===== src/rtl/keyword_severity_scanner_top_defines.svh =====
// Assertion macros for the keyword severity scanner.
`ifndef KEYWORD_SEVERITY_SCANNER_TOP_DEFINES_SVH
`define KEYWORD_SEVERITY_SCANNER_TOP_DEFINES_SVH

`ifndef SYNTHESIS
`define KSS_ASSERT_SAME(lbl, ante, cons) \
    lbl: assert property (@(posedge i_clk) disable iff (!i_rst_n) (ante) |-> (cons)) \
        else $error("keyword severity scanner check failed");
`define KSS_ASSERT_NEXT(lbl, ante, cons) \
    lbl: assert property (@(posedge i_clk) disable iff (!i_rst_n) (ante) |=> (cons)) \
        else $error("keyword severity scanner check failed");
`else
`define KSS_ASSERT_SAME(lbl, ante, cons)
`define KSS_ASSERT_NEXT(lbl, ante, cons)
`endif

`endif


===== src/rtl/kss_pkg.sv =====
// Shared types, keyword table and severity codes for the keyword severity scanner.
`default_nettype none

package kss_pkg;

    localparam int TERM_COUNT   = 11;
    localparam int URGENT_COUNT = 6;
    localparam int TERM_MAX     = 15;

    // Right-justified text: bits [7:0] hold the last letter of the term.
    localparam logic [TERM_MAX*8-1:0] TERM_TXT [TERM_COUNT] = '{
        "chest pain", "suicidal", "overdose", "can't breathe", "cannot breathe",
        "stroke",
        "diagnose", "prescribe", "stop medication", "dosage", "pregnant"
    };

    localparam int TERM_LEN [TERM_COUNT] = '{10, 8, 8, 13, 14, 6, 8, 9, 15, 6, 8};

    localparam logic [1:0] SEV_OK      = 2'd0;
    localparam logic [1:0] SEV_CAUTION = 2'd1;
    localparam logic [1:0] SEV_URGENT  = 2'd2;

    typedef struct packed {
        logic urgent;
        logic caution;
    } t_hits;

    function automatic logic [7:0] fold_byte(input logic [7:0] b);
        logic [7:0] r;
        r = b;
        if (b >= 8'h41 && b <= 8'h5a) begin
            r = b + 8'h20;
        end
        return r;
    endfunction

endpackage

`default_nettype wire


===== src/rtl/kss_match.sv =====
// Parallel comparison of the current byte and byte history against every keyword.
`default_nettype none

module kss_match (
    input  logic [7:0]                          i_cur,
    input  logic [kss_pkg::TERM_MAX-2:0][7:0]   i_window,
    output kss_pkg::t_hits                      o_hits
);

    always_comb begin
        logic [kss_pkg::TERM_COUNT-1:0] hit;
        hit = '0;
        for (int t = 0; t < kss_pkg::TERM_COUNT; t++) begin
            hit[t] = (i_cur == kss_pkg::TERM_TXT[t][7:0]);
            // older letters line up with the window, most recent first
            for (int k = 1; k < kss_pkg::TERM_MAX; k++) begin
                if (k < kss_pkg::TERM_LEN[t] &&
                    i_window[k-1] != kss_pkg::TERM_TXT[t][k*8 +: 8]) begin
                    hit[t] = 1'b0;
                end
            end
        end
        o_hits.urgent  = |hit[kss_pkg::URGENT_COUNT-1:0];
        o_hits.caution = |hit[kss_pkg::TERM_COUNT-1:kss_pkg::URGENT_COUNT];
    end

endmodule

`default_nettype wire


===== src/rtl/keyword_severity_scanner_top.sv =====
// Top level of the keyword severity scanner: input register, history window, result register.
//
//  Channel  Direction  Handshake                  Payload
//  in       input      i_in_valid / o_in_stall    i_character, i_has_character, i_last
//  out      output     o_out_valid / i_out_stall  o_severity
//
//  One word is taken every cycle while o_in_stall is low; the keyword compare is a single pass between the
//  input register and the window/result registers.
//  o_out_valid is registered; it rises as the word marked last leaves the input register.
//  Reset (synchronous, active low) clears the window, the match flags and both valids.
//  Only a word marked last waits on a full, stalled result register; others never stall.
`default_nettype none

module keyword_severity_scanner_top #(
    parameter int HISTORY_DEPTH = 14
) (
    input  logic       i_clk,
    input  logic       i_rst_n,
    input  logic       i_in_valid,
    output logic       o_in_stall,
    input  logic [7:0] i_character,
    input  logic       i_has_character,
    input  logic       i_last,
    output logic       o_out_valid,
    input  logic       i_out_stall,
    output logic [1:0] o_severity
);

`include "keyword_severity_scanner_top_defines.svh"

    logic                           r_a_valid;
    logic [7:0]                     r_a_char;
    logic                           r_a_has;
    logic                           r_a_last;
    logic [HISTORY_DEPTH-1:0][7:0]  r_window;
    logic [HISTORY_DEPTH-1:0][7:0]  n_window;
    logic                           r_urgent;
    logic                           n_urgent;
    logic                           r_caution;
    logic                           n_caution;
    logic                           r_out_valid;
    logic                           n_out_valid;
    logic [1:0]                     r_out_sev;
    logic [1:0]                     n_out_sev;
    logic                           out_free;
    logic                           a_go;
    logic                           in_take;
    kss_pkg::t_hits                 hits;

    assign out_free   = !r_out_valid || !i_out_stall;
    assign a_go       = r_a_valid && (!r_a_last || out_free);
    assign o_in_stall = r_a_valid && !a_go;
    assign in_take    = i_in_valid && !o_in_stall;

    kss_match u_match (
        .i_cur    (r_a_char),
        .i_window (r_window[kss_pkg::TERM_MAX-2:0]),
        .o_hits   (hits)
    );

    always_comb begin
        logic urg;
        logic cau;
        urg         = r_urgent;
        cau         = r_caution;
        n_window    = r_window;
        n_urgent    = r_urgent;
        n_caution   = r_caution;
        n_out_valid = r_out_valid && i_out_stall;
        n_out_sev   = r_out_sev;
        if (a_go) begin
            if (r_a_has) begin
                urg      = r_urgent || hits.urgent;
                cau      = r_caution || hits.caution;
                n_window = {r_window[HISTORY_DEPTH-2:0], r_a_char};
            end
            n_urgent  = urg;
            n_caution = cau;
            if (r_a_last) begin
                n_out_valid = 1'b1;
                n_out_sev   = urg ? kss_pkg::SEV_URGENT :
                              (cau ? kss_pkg::SEV_CAUTION : kss_pkg::SEV_OK);
                // drop the string's history and flags
                n_window    = '0;
                n_urgent    = 1'b0;
                n_caution   = 1'b0;
            end
        end
    end

    always_ff @(posedge i_clk) begin
        if (!i_rst_n) begin
            r_a_valid   <= 1'b0;
            r_window    <= '0;
            r_urgent    <= 1'b0;
            r_caution   <= 1'b0;
            r_out_valid <= 1'b0;
        end else begin
            if (!o_in_stall) begin
                r_a_valid <= i_in_valid;
            end
            r_window    <= n_window;
            r_urgent    <= n_urgent;
            r_caution   <= n_caution;
            r_out_valid <= n_out_valid;
        end
    end

    always_ff @(posedge i_clk) begin
        if (in_take) begin
            r_a_char <= kss_pkg::fold_byte(i_character);
            r_a_has  <= i_has_character;
            r_a_last <= i_last;
        end
        r_out_sev <= n_out_sev;
    end

    assign o_out_valid = r_out_valid;
    assign o_severity  = r_out_sev;

    `KSS_ASSERT_NEXT(a_end_clears, a_go && r_a_last, r_window == '0 && !r_urgent && !r_caution)
    `KSS_ASSERT_NEXT(a_urgent_sticky, r_urgent && !(a_go && r_a_last), r_urgent)
    `KSS_ASSERT_SAME(a_mid_no_stall, r_a_valid && !r_a_last, !o_in_stall)

endmodule

`default_nettype wire


===== config.mk =====
export PLATFORM = sky130hd
export DESIGN_NAME = keyword_severity_scanner_top
export DESIGN_NICKNAME = d
export VERILOG_FILES = /design/src/rtl/kss_pkg.sv /design/src/rtl/kss_match.sv /design/src/rtl/keyword_severity_scanner_top.sv
export VERILOG_INCLUDE_DIRS = /design/src /design/src/rtl
export SDC_FILE = /design/constraint.sdc
export NUM_CORES = 1
export LEC_CHECK = 0
export ABC_AREA = 1
export BUFFER_PORTS_ARGS = -buffer_cell sky130_fd_sc_hd__buf_4
export CAP_MARGIN = 20
export CORE_MARGIN = 8
export CORE_UTILIZATION = 47
export CTS_CLUSTER_SIZE = 12
export DETAILED_ROUTE_END_ITERATION = 10
export PLACE_DENSITY = 0.65
export SLEW_MARGIN = 40
export SYNTH_ARGS = -nofsm -noshare
export SYNTH_HDL_FRONTEND = slang
export SYNTH_SLANG_ARGS = --single-unit

===== constraint.sdc =====
create_clock -name i_clk -period 2 [get_ports i_clk]
set_input_delay 0.1 -clock i_clk [delete_from_list [all_inputs] [get_ports i_clk]]
set_output_delay 0.1 -clock i_clk [all_outputs]
set_load 0.02 [all_outputs]

# After elaboration in Yosys (flattened, before gate mapping)
# Cells that the tools add are included.
# W data, S select, Z words.
word_totals:
  in_bits: 14
  ff_bits: 128
classes:
  n_reduce_logical: 19
  eq_ne: 75
  magnitude_cmp: 2
  muxes: 96
  n_addsub: 1
ops:
  columns: ["op", "n"]
  rows:
  - ["$ne A8 B7 Y1 const B", 67]
  - ["$mux W112", 2]
  - ["$mux W1", 93]
  - ["$eq A8 B7 Y1 const B", 4]
  - ["$ne A8 B6 Y1 const B", 4]
  - ["$add A8 B6 Y8 const B", 1]
  - ["$ge A8 B7 Y1 const B", 1]
  - ["$le A8 B7 Y1 const B", 1]
  - ["$mux W8", 1]
  - ["$reduce_or A6 Y1", 1]
  - ["$logic_and A1 B1 Y1", 5]
  - ["$logic_not A1 Y1", 5]
  - ["$reduce_or A5 Y1", 1]
  - ["$logic_or A1 B1 Y1", 4]
  - ["$reduce_and A2 Y1", 2]
  - ["$reduce_bool A2 Y1", 1]

# Logic depth before layout (Yosys ltp)
# Gate-level depths: netlist of run 1.
depth:
  depth_word: 20
  depth_mapped: 14
  depth_no_buf: 14

# Hierarchy
# A second synthesis of run 1 with hierarchy kept.
unflattened:
  cells_unflattened: 1009
  hier_area_um2: 7265.7
modules_own_cells:
  columns: ["mod", "cells_per_inst", "area_per_inst_um2", "instances", "seq_area_each_um2"]
  rows:
  - ["keyword_severity_scanner_top", 576, 5507.8, 1, 2682.6]
  - ["kss_match", 433, 1757.9, 1, 0.0]

# Least setup slack after synthesis of run 1
# No wires, ideal clock.
synth_path:
  path_kind: "register to register"
  startpoint: "register r_out_valid, in the netlist o_out_valid"
  endpoint: "register r_a_char[0], enable pin"
  path_buffers: 0
  t_arrival_ns: 1.186
  t_required_ns: 1.624
  stages_incl_launch_ff: 6
  setup_time_ns: 0.376
  period_less_slack_ns: 1.562
  slack_ns: 0.438
  cell_sequence: "dfxtp_1 nand2_1 inv_1 nand3_1 inv_1 nor2_1"
synth_between:
  elab_chain_len: 8
synth_rtl:
  columns: ["item", "line_no", "rtl"]
  rows:
  - ["start, declared", "keyword_severity_scanner_top.sv:41", "logic r_out_valid;"]
  - ["start signal, assigned", "keyword_severity_scanner_top.sv:105", "r_out_valid <= n_out_valid;"]
  - ["$logic_not A1 Y1", "keyword_severity_scanner_top.sv:50", "assign out_free = !r_out_valid || !i_out_stall;"]
  - ["$logic_or A1 B1 Y1", "keyword_severity_scanner_top.sv:50", null]
  - ["$logic_or A1 B1 Y1", "keyword_severity_scanner_top.sv:51", "assign a_go = r_a_valid && (!r_a_last || out_free);"]
  - ["$logic_and A1 B1 Y1", "keyword_severity_scanner_top.sv:51", null]
  - ["$logic_not A1 Y1", "keyword_severity_scanner_top.sv:52", "assign o_in_stall = r_a_valid && !a_go;"]
  - ["$logic_and A1 B1 Y1", "keyword_severity_scanner_top.sv:52", null]
  - ["named net o_in_stall", "keyword_severity_scanner_top.sv:20", "output logic o_in_stall,"]
  - ["$logic_not A1 Y1", null, null]
  - ["$logic_and A1 B1 Y1", "keyword_severity_scanner_top.sv:53", "assign in_take = i_in_valid && !o_in_stall;"]
  - ["named net in_take", "keyword_severity_scanner_top.sv:47", "logic in_take;"]
  - ["end signal, assigned", "keyword_severity_scanner_top.sv:111", "r_a_char <= kss_pkg::fold_byte(i_character);"]
  - ["end, declared", "keyword_severity_scanner_top.sv:32", "logic [7:0] r_a_char;"]
# The timed path passes the listed nets, and every way through them passes these cells.
# A chain may end at the register's enable or synchronous reset.

# Worst setup path in the final report of run 1
layout_path:
  startpoint: "register r_a_char[7]"
  endpoint: "register r_out_sev[0], in the netlist o_severity[0] (data pin)"
layout_between:
  elab_chain_len: 20
  elab_cells_between_ends: 97
  classes_between: "eq/ne: 4; mux: 89; reduce/logical: 4"
layout_rtl:
  columns: ["item", "line_no", "rtl"]
  rows:
  - ["$eq A8 B7 Y1", "kss_match.sv:14", "hit[t] = (i_cur == kss_pkg::TERM_TXT[t][7:0]);"]
  - ["$mux W1 (14 in series)", "kss_match.sv:17", "if (k < kss_pkg::TERM_LEN[t] &&"]
  - ["$reduce_or A5 Y1", "kss_match.sv:24", "o_hits.caution = |hit[kss_pkg::TERM_COUNT-1:kss_pkg::URGENT_COUNT];"]
  - ["$logic_or A1 B1 Y1", "keyword_severity_scanner_top.sv:74", "cau = r_caution || hits.caution;"]
  - ["$mux W1", "keyword_severity_scanner_top.sv:72", "if (r_a_has) begin"]
  - ["$mux W1", "keyword_severity_scanner_top.sv:71", "if (a_go) begin"]
  - ["$mux W1", "keyword_severity_scanner_top.sv:82", "(cau ? kss_pkg::SEV_CAUTION : kss_pkg::SEV_OK);"]
  - ["end signal, assigned", "keyword_severity_scanner_top.sv:115", "r_out_sev <= n_out_sev;"]
  - ["end, declared", "keyword_severity_scanner_top.sv:43", "logic [1:0] r_out_sev;"]
# Parallel ways exist; a longest one is shown, timed or not. The select of a mux whose other input is x is not followed.

==> run metrics, run 1 <==
flop2flop setup slack=0.1 ns; LEAKAGE=2.55 nW; Worst EP arrival=2.08 ns; critical path type=flop to flop; worst skew pair latency=0.43 ns; syn nets=996; TritonCTS Buffers=17; global-route wire length before repair=roughly 29000 um; Switching Power=1.37 mW; grt met1 use=about a quarter; M2 GR Usage=~33%; HPWL Detailed=12200 um; Iteration-0 DRC Markers=405; Layout area overhead=17.1%; root buf cell=clkbuf_16; Tmin final=1.90 ns; Die X=132 um; area of the die=17500 um^2; largest fanout on the critical path=4; Longest Clk Path Bufs=2; Max Fclk=0.526 GHz; wire per inst=14.5 um; Mapped Area=6370 um^2; worst ir drop on vdd=0.000679 V; final hold violations=0; Slew @ Worst Pin=0.647 ns; Reg2Reg Launch Point=r_a_char[7]; register share of total power=42.6%; Storage cell area=2680 um^2; min-delay worst type=input port to flop; row cnt=42; CP required=2.18 ns; internal power=approximately 4.8 mW; Slew HR=56.3%; core box area=13200 um^2; drt total wl=17400 um; grt met3 use=4.92%; worst min-delay path startpoint=i_character[6]; total power=6.17 mW; n_diodes=0; maxcap violations=0; Placer Congestion=a little under 1; global route overflow=0; layout cells sized above 1=12.1%; initial antenna violation count=0; DRC errors left=0; Clock Pin Slew Worst Setup and Hold Paths=0.06 ns; Vias=5962; Placed Cells=1157; Pre-antenna DRT Iters=5; gr busiest metal=met2; non-filler cells, final=1201; Setup crit end kind=flop; Combinational Power Share=under 10%; number of sinks driven by the clock tree=128; Filler Cell Count=1303; Post-Syn Area per Cell=6.50 um^2; DIE HEIGHT=132 um; number of global-route vias before repair=5652; clock share of power=53.6%; Worst Hold End=r_a_char[6]; WP buf/inv=1; CP top delay family=simple AND/OR/NAND/NOR gates; Netlist cell types=26; CTS tree=done; startpoint types=flop; slowest cell on the critical path=edfxtp_1; nets=between 1000 and 1500; synthesis-stage register bit count=about 130; antenna-violating nets left=0; period utilisation layout=95.1%; switching share of power=22.2%; crit-path max cell delay=0.42 ns; R2R depth=11; gr usage total=between 20% and 30%; Pwr Density=827 nW/um^2; RSZ-0062 raised after global routing=no; Final TNS setup=0 ns; CP Cell Sequence=inv_1 > nand2_1 > nor2_2 > nand2_2 > nand3b_1 > nor2_1 > nor2_1 > nand3_1 > nand2_1 > nand2_1 > nor2_1; largest net degree at the start of global routing=76; Final Slew Violations=0; Final Util=56.3%; final setup violation count=0; Final Skew=approximately 0.012 ns; hold path cells=3; Syn. warnings=0; # port buffers=17; status=complete, no violations; Critical R2R Capture=o_severity[0]; sequential share of the synthesized area=between 40% and 50%; Syn Inst Count=981; vias per cell=4.96; starting density of the core=48.1%; area of the multi-input gates=3120 um^2; Ports=18; H-tree Lvls=4
## Yosys cell counts
cell type | number | area (um^2)
inv_2 | 4 | 15.0
o311ai_0 | 1 | 8.76
o21ai_0 | 3 | 15.0
nor2_2 | 1 | 6.26
nand3b_1 | 4 | 30.0
dfxtp_1 | 116 | 2320
a21oi_2 | 20 | 175
clkbuf_1 | 15 | 56.3
nand4_1 | 10 | 62.6
ha_1 | 1 | 12.5
inv_1 | 94 | 353
buf_6 | 9 | 101
nor2_1 | 151 | 567
nor3b_1 | 1 | 7.51
nor3_1 | 14 | 70.1
nand2_1 | 363 | 1360
a21oi_1 | 95 | 475
nand3_1 | 29 | 145
o21bai_1 | 1 | 7.51
nor2_4 | 1 | 11.3
edfxtp_1 | 12 | 360
clkinv_1 | 1 | 3.75
or2_2 | 2 | 12.5
nand2_2 | 20 | 125
o21ai_2 | 1 | 8.76
buf_2 | 12 | 60.1
## worst max-delay path by stage
stage	startpoint	end	slack [ns]	cells past startpoint
2_1_floorplan	o_out_valid	r_a_char[0]	0.44	5
3_3_place_gp	r_a_char[7]	o_severity[0]	-0.04	11
3_5_place_dp	r_a_char[7]	o_severity[0]	-0.01	11
4_1_cts	r_a_char[7]	o_severity[0]	0.07	11
5_1_grt	r_a_char[7]	o_severity[0]	0.0006	11
6_report	r_a_char[7]	o_severity[0]	0.1	11
## area by class of cell
class	instances	area share (%)
multi-input combinational	718	41.8
sequential	128	36.0
clock buffer	19	5.94
timing repair buffer	48	5.87
inverter	99	5.03
tap	176	2.95
clock inverter	13	2.46
## worst register-to-register path, cell delays in order (launching register included)
cell and delay (ns):
edfxtp_1 0.42, inv_1 0.07, nand2_1 0.05, nor2_2 0.23, nand2_2 0.12, nand3b_1 0.23
nor2_1 0.15, nor2_1 0.06, nand3_1 0.11, nand2_1 0.08, nand2_1 0.08, nor2_1 0.05
## through the flow
stage	instance area (um^2)	hold WS [ns]	setup WS, ns
after CTS	7440	0.00530	0.0669
after global placement	6700	0.279	-0.0427
after detailed placement	6700	0.282	-0.0112
final	7460	0.0289	0.0977
after floorplan	6370	0.199	0.438
after global routing	7460	0.0356	0.000611
## flip-flops by register name, summed over array words and instances (netlist names)
name and count:
r_a_has 1, r_window 112, r_urgent 1, r_caution 1, r_a_last 1, o_severity 2
r_a_char 8, r_a_valid 1, o_out_valid 1
## power by group through the flow
stage / registers, mW / clock network [mW] / logic (mW)
2_1_floorplan: 2.68 / 0 / 0.162
3_3_place_gp: 2.68 / 0 / 0.217
3_5_place_dp: 2.68 / 0 / 0.217
4_1_cts: 2.63 / 3.35 / 0.234
5_1_grt: 2.63 / 3.48 / 0.257
6_report: 2.63 / 3.31 / 0.236
## layer usage
metal | part of all wire (%) | vias to the layer above | wire (um)
met2 | 47 | 137 | 8110
met4 | 2.9 | 0 | 495
met3 | 4.4 | 32 | 771
met1 | 46 | 2689 | 7970
li1 | - | 3104 | -
met5 | 0 | - | 0
## placed cells by master, fill, tap and decap left out
cell type,count
nand2_1,362
nor2_1,148
dfxtp_1,115
a21oi_1,95
inv_1,94
buf_4,33
nand3_1,29
nand2_2,21
a21oi_2,20
clkbuf_16,17
nor3_1,13
edfxtp_1,12
dlygate4sd3_1,11
nand4_1,10
nor2_2,4
nand3b_1,4
clkinv_2,4
bufinv_16,4
buf_12,4
inv_2,3
o21ai_0,3
clkinv_4,3
or2_2,2
inv_4,2
o311ai_0,1
o21ai_2,1
o21bai_1,1
nor3b_1,1
nor3_2,1
nor2_4,1
ha_1,1
clkbuf_1,1
clkinvlp_4,1
clkbuf_8,1
inv_6,1
dfxtp_2,1
## what timing repair did
action	CTS	global route
setup endpoints to repair	1	1
pin swaps	0	0
buffers inserted	0	1
endpoints found under the hold margin	11	0
hold buffers	11	0
gates cloned	0	0
gates resized for setup	1	5
## cells by family after synthesis
family | Yosys count | share of synthesized area [%]
buf+inv | 135 | 9.24
flops | 128 | 42.1
fa+ha+maj | 1 | 0.196
compound gates | 121 | 10.8
simple gates | 596 | 37.6
Note: power is estimated with default switching activity, not from simulation.
==> inputs of run 2 (changes only) <==
==> constraint.sdc (replaced) <==
create_clock -name i_clk -period 2 [get_ports i_clk]
set_input_delay 0.1 -clock i_clk [delete_from_list [all_inputs] [get_ports i_clk]]
set_output_delay 0.1 -clock i_clk [all_outputs]
set_load 0.1 [all_outputs]
==> run metrics, run 2 (synthesis results as in run 1) <==
Pwr Density=768 nW/um^2 (-7.1%); DIE HEIGHT=132 um (unchanged); drt total wl=17300 um (-0.22%); crit-path max cell delay=0.42 ns (about the same); nets=1024 (-0.29%); core box area=13200 um^2 (unchanged); n_diodes=0 (unchanged); vias per cell=4.99 (+0.59%); LEAKAGE=2.51 nW (-1.9%); Setup crit end kind=flop; root buf cell=clkbuf_16; leading cell type in the layout, fill and taps excluded=nand2_1; row cnt=42 (unchanged); min-delay worst type=input port to flop; WP buf/inv=1 (unchanged); Slew HR=60.9% (+4.6 points); startpoint types=flop; number of flip-flops in the largest register=112 (unchanged); DRC errors left=0 (unchanged); Slew @ Worst Pin=0.578 ns (-0.0685 ns); CTS tree=done; commonest non-fill, non-tap cells in the layout=nand2_1 (361), nor2_1 (143), dfxtp_1 (113), a21oi_1 (95), inv_1 (93); total power=5.70 mW (-7.7%); slowest cell on the critical path=edfxtp_1; Clock Pin Slew Worst Setup and Hold Paths=0.05 ns (about the same); final hold violations=0 (unchanged); H-tree Lvls=4 (unchanged); Placed Cells=1154 (-0.26%); final instance area=7410 um^2 (-0.65%); Worst EP arrival=2.00 ns (-0.08 ns); number of sinks driven by the clock tree=128 (unchanged); CP required=2.18 ns (about the same); DP Area=6720 um^2 (+0.22%); Iteration-0 DRC Markers=610 (+51%); Layout area overhead=16.3%; TritonCTS Buffers=17 (unchanged); maxcap violations=0 (unchanged); global route overflow=0 (unchanged); period utilisation layout=91.0% (-4.1 points); Max Fclk=0.549 GHz (+4.5%); critical path type=flop to flop; wire per inst=14.5 um (+0.11%); worst ir drop on vdd=0.000600 V (-12%); Die X=132 um (unchanged); Longest Clk Path Bufs=2 (unchanged); Final TNS setup=0 ns (unchanged); HPWL Detailed=12200 um (about the same); Placer Congestion=0.996 (+0.92%); status=complete, no violations; Ports=18 (unchanged); largest net degree at the start of global routing=83 (+9.2%); Pre-antenna DRT Iters=5 (unchanged); antenna-violating nets left=0 (unchanged); Final Slew Violations=0 (unchanged); Tmin final=1.82 ns (-0.0819 ns); worst skew pair latency=0.42 ns (about the same); Top reg by flops=r_window; flop2flop setup slack=0.18 ns (+0.08 ns); Final Skew=0.00734 ns (-0.00479 ns); Vias=5977 (+0.25%); number of global-route vias before repair=5659 (+0.12%); global-route wire length before repair=28600 um (-0.26%); CP top delay family=simple AND/OR/NAND/NOR gates; # port buffers=17 (unchanged); initial antenna violation count=0 (unchanged); largest fanout on the critical path=3 (-1); non-filler cells, final=1197 (-0.33%); layout cells sized above 1=12.4% (+0.34 points); area of the die=17500 um^2 (unchanged); starting density of the core=48.1% (unchanged); gr usage total=20.2% (-0.25 points); CP Cell Sequence=inv_1 > nand2_1 > nor2_4 > nand3_1 > nor3_2 > nand3_1 > nand3_1 > nand2_1 > nand2_1 > nor2_1; final setup violation count=0 (unchanged)
## run 2: changes by cell type in the layout (fill, tap and decap cells not counted), sizes merged
cell         change
bufinv           -4
clkbuf           +3
inv              -1
clkinvlp         +1
buf              -4
dlygate4sd3      +1
## run 2: repair_timing
action	4_1_cts	5_1_grt
endpoints found under the setup margin	0	4
buffers inserted	0	0
hold buffers	12	0
hold endpoints to repair	12	0
resized for setup	0	13
## run 2: worst reg2reg max path, stage by stage, from the launching register on
cell and delay, ns:
edfxtp_1 0.42, inv_1 0.07, nand2_1 0.08, nor2_4 0.16, nand3_1 0.18, nor3_2 0.23
nand3_1 0.12, nand3_1 0.12, nand2_1 0.08, nand2_1 0.08, nor2_1 0.04
## run 2: final timing paths
check	startpoint	endpoint	cells past startpoint
min reg2reg	r_window[107]	r_window[107]	2
max	r_a_char[7]	o_severity[0]	10
max reg2reg	r_a_char[7]	o_severity[0]	10
min	i_out_stall	o_out_valid	5
## run 2: power by group
| group | leakage, nW | switching [mW] | internal (mW) |
|---|---|---|---|
| logic | 1.18 | 0.170 | 0.0795 |
| clock network | 0.271 | 1.11 | 1.71 |
| registers | 1.06 | 0.0166 | 2.61 |
## run 2: layer usage
metal | vias to the layer above | wire [um] | GRT usage [%]
met2 | 128 | 8250 | 33.4
met5 | - | 0 | 0
met1 | 2725 | 8030 | 25.0
li1 | 3100 | - | -
met3 | 24 | 683 | 4.24
met4 | 0 | 355 | 8.33
## run 2: through the flow
stage,utilization (%),setup WS [ns],hold WS (ns)
2_1_floorplan,-,0.00917,0.199
3_3_place_gp,50.7,-0.00792,0.279
3_5_place_dp,50.7,0.0680,0.283
4_1_cts,55.7,0.0516,0.0276
5_1_grt,56.0,-0.0355,0.0742
6_report,56.0,0.180,0.0386
## run 2: area by class of cell
class / count / area, um^2
well taps: 176 / 220
fillers: 1315 / 5830
flip-flops and latches: 128 / 2690
clock buffers: 22 / 485
repair buffers: 45 / 443
clock inverters: 9 / 56.3
inverters: 99 / 379
multi-input cells: 718 / 3140
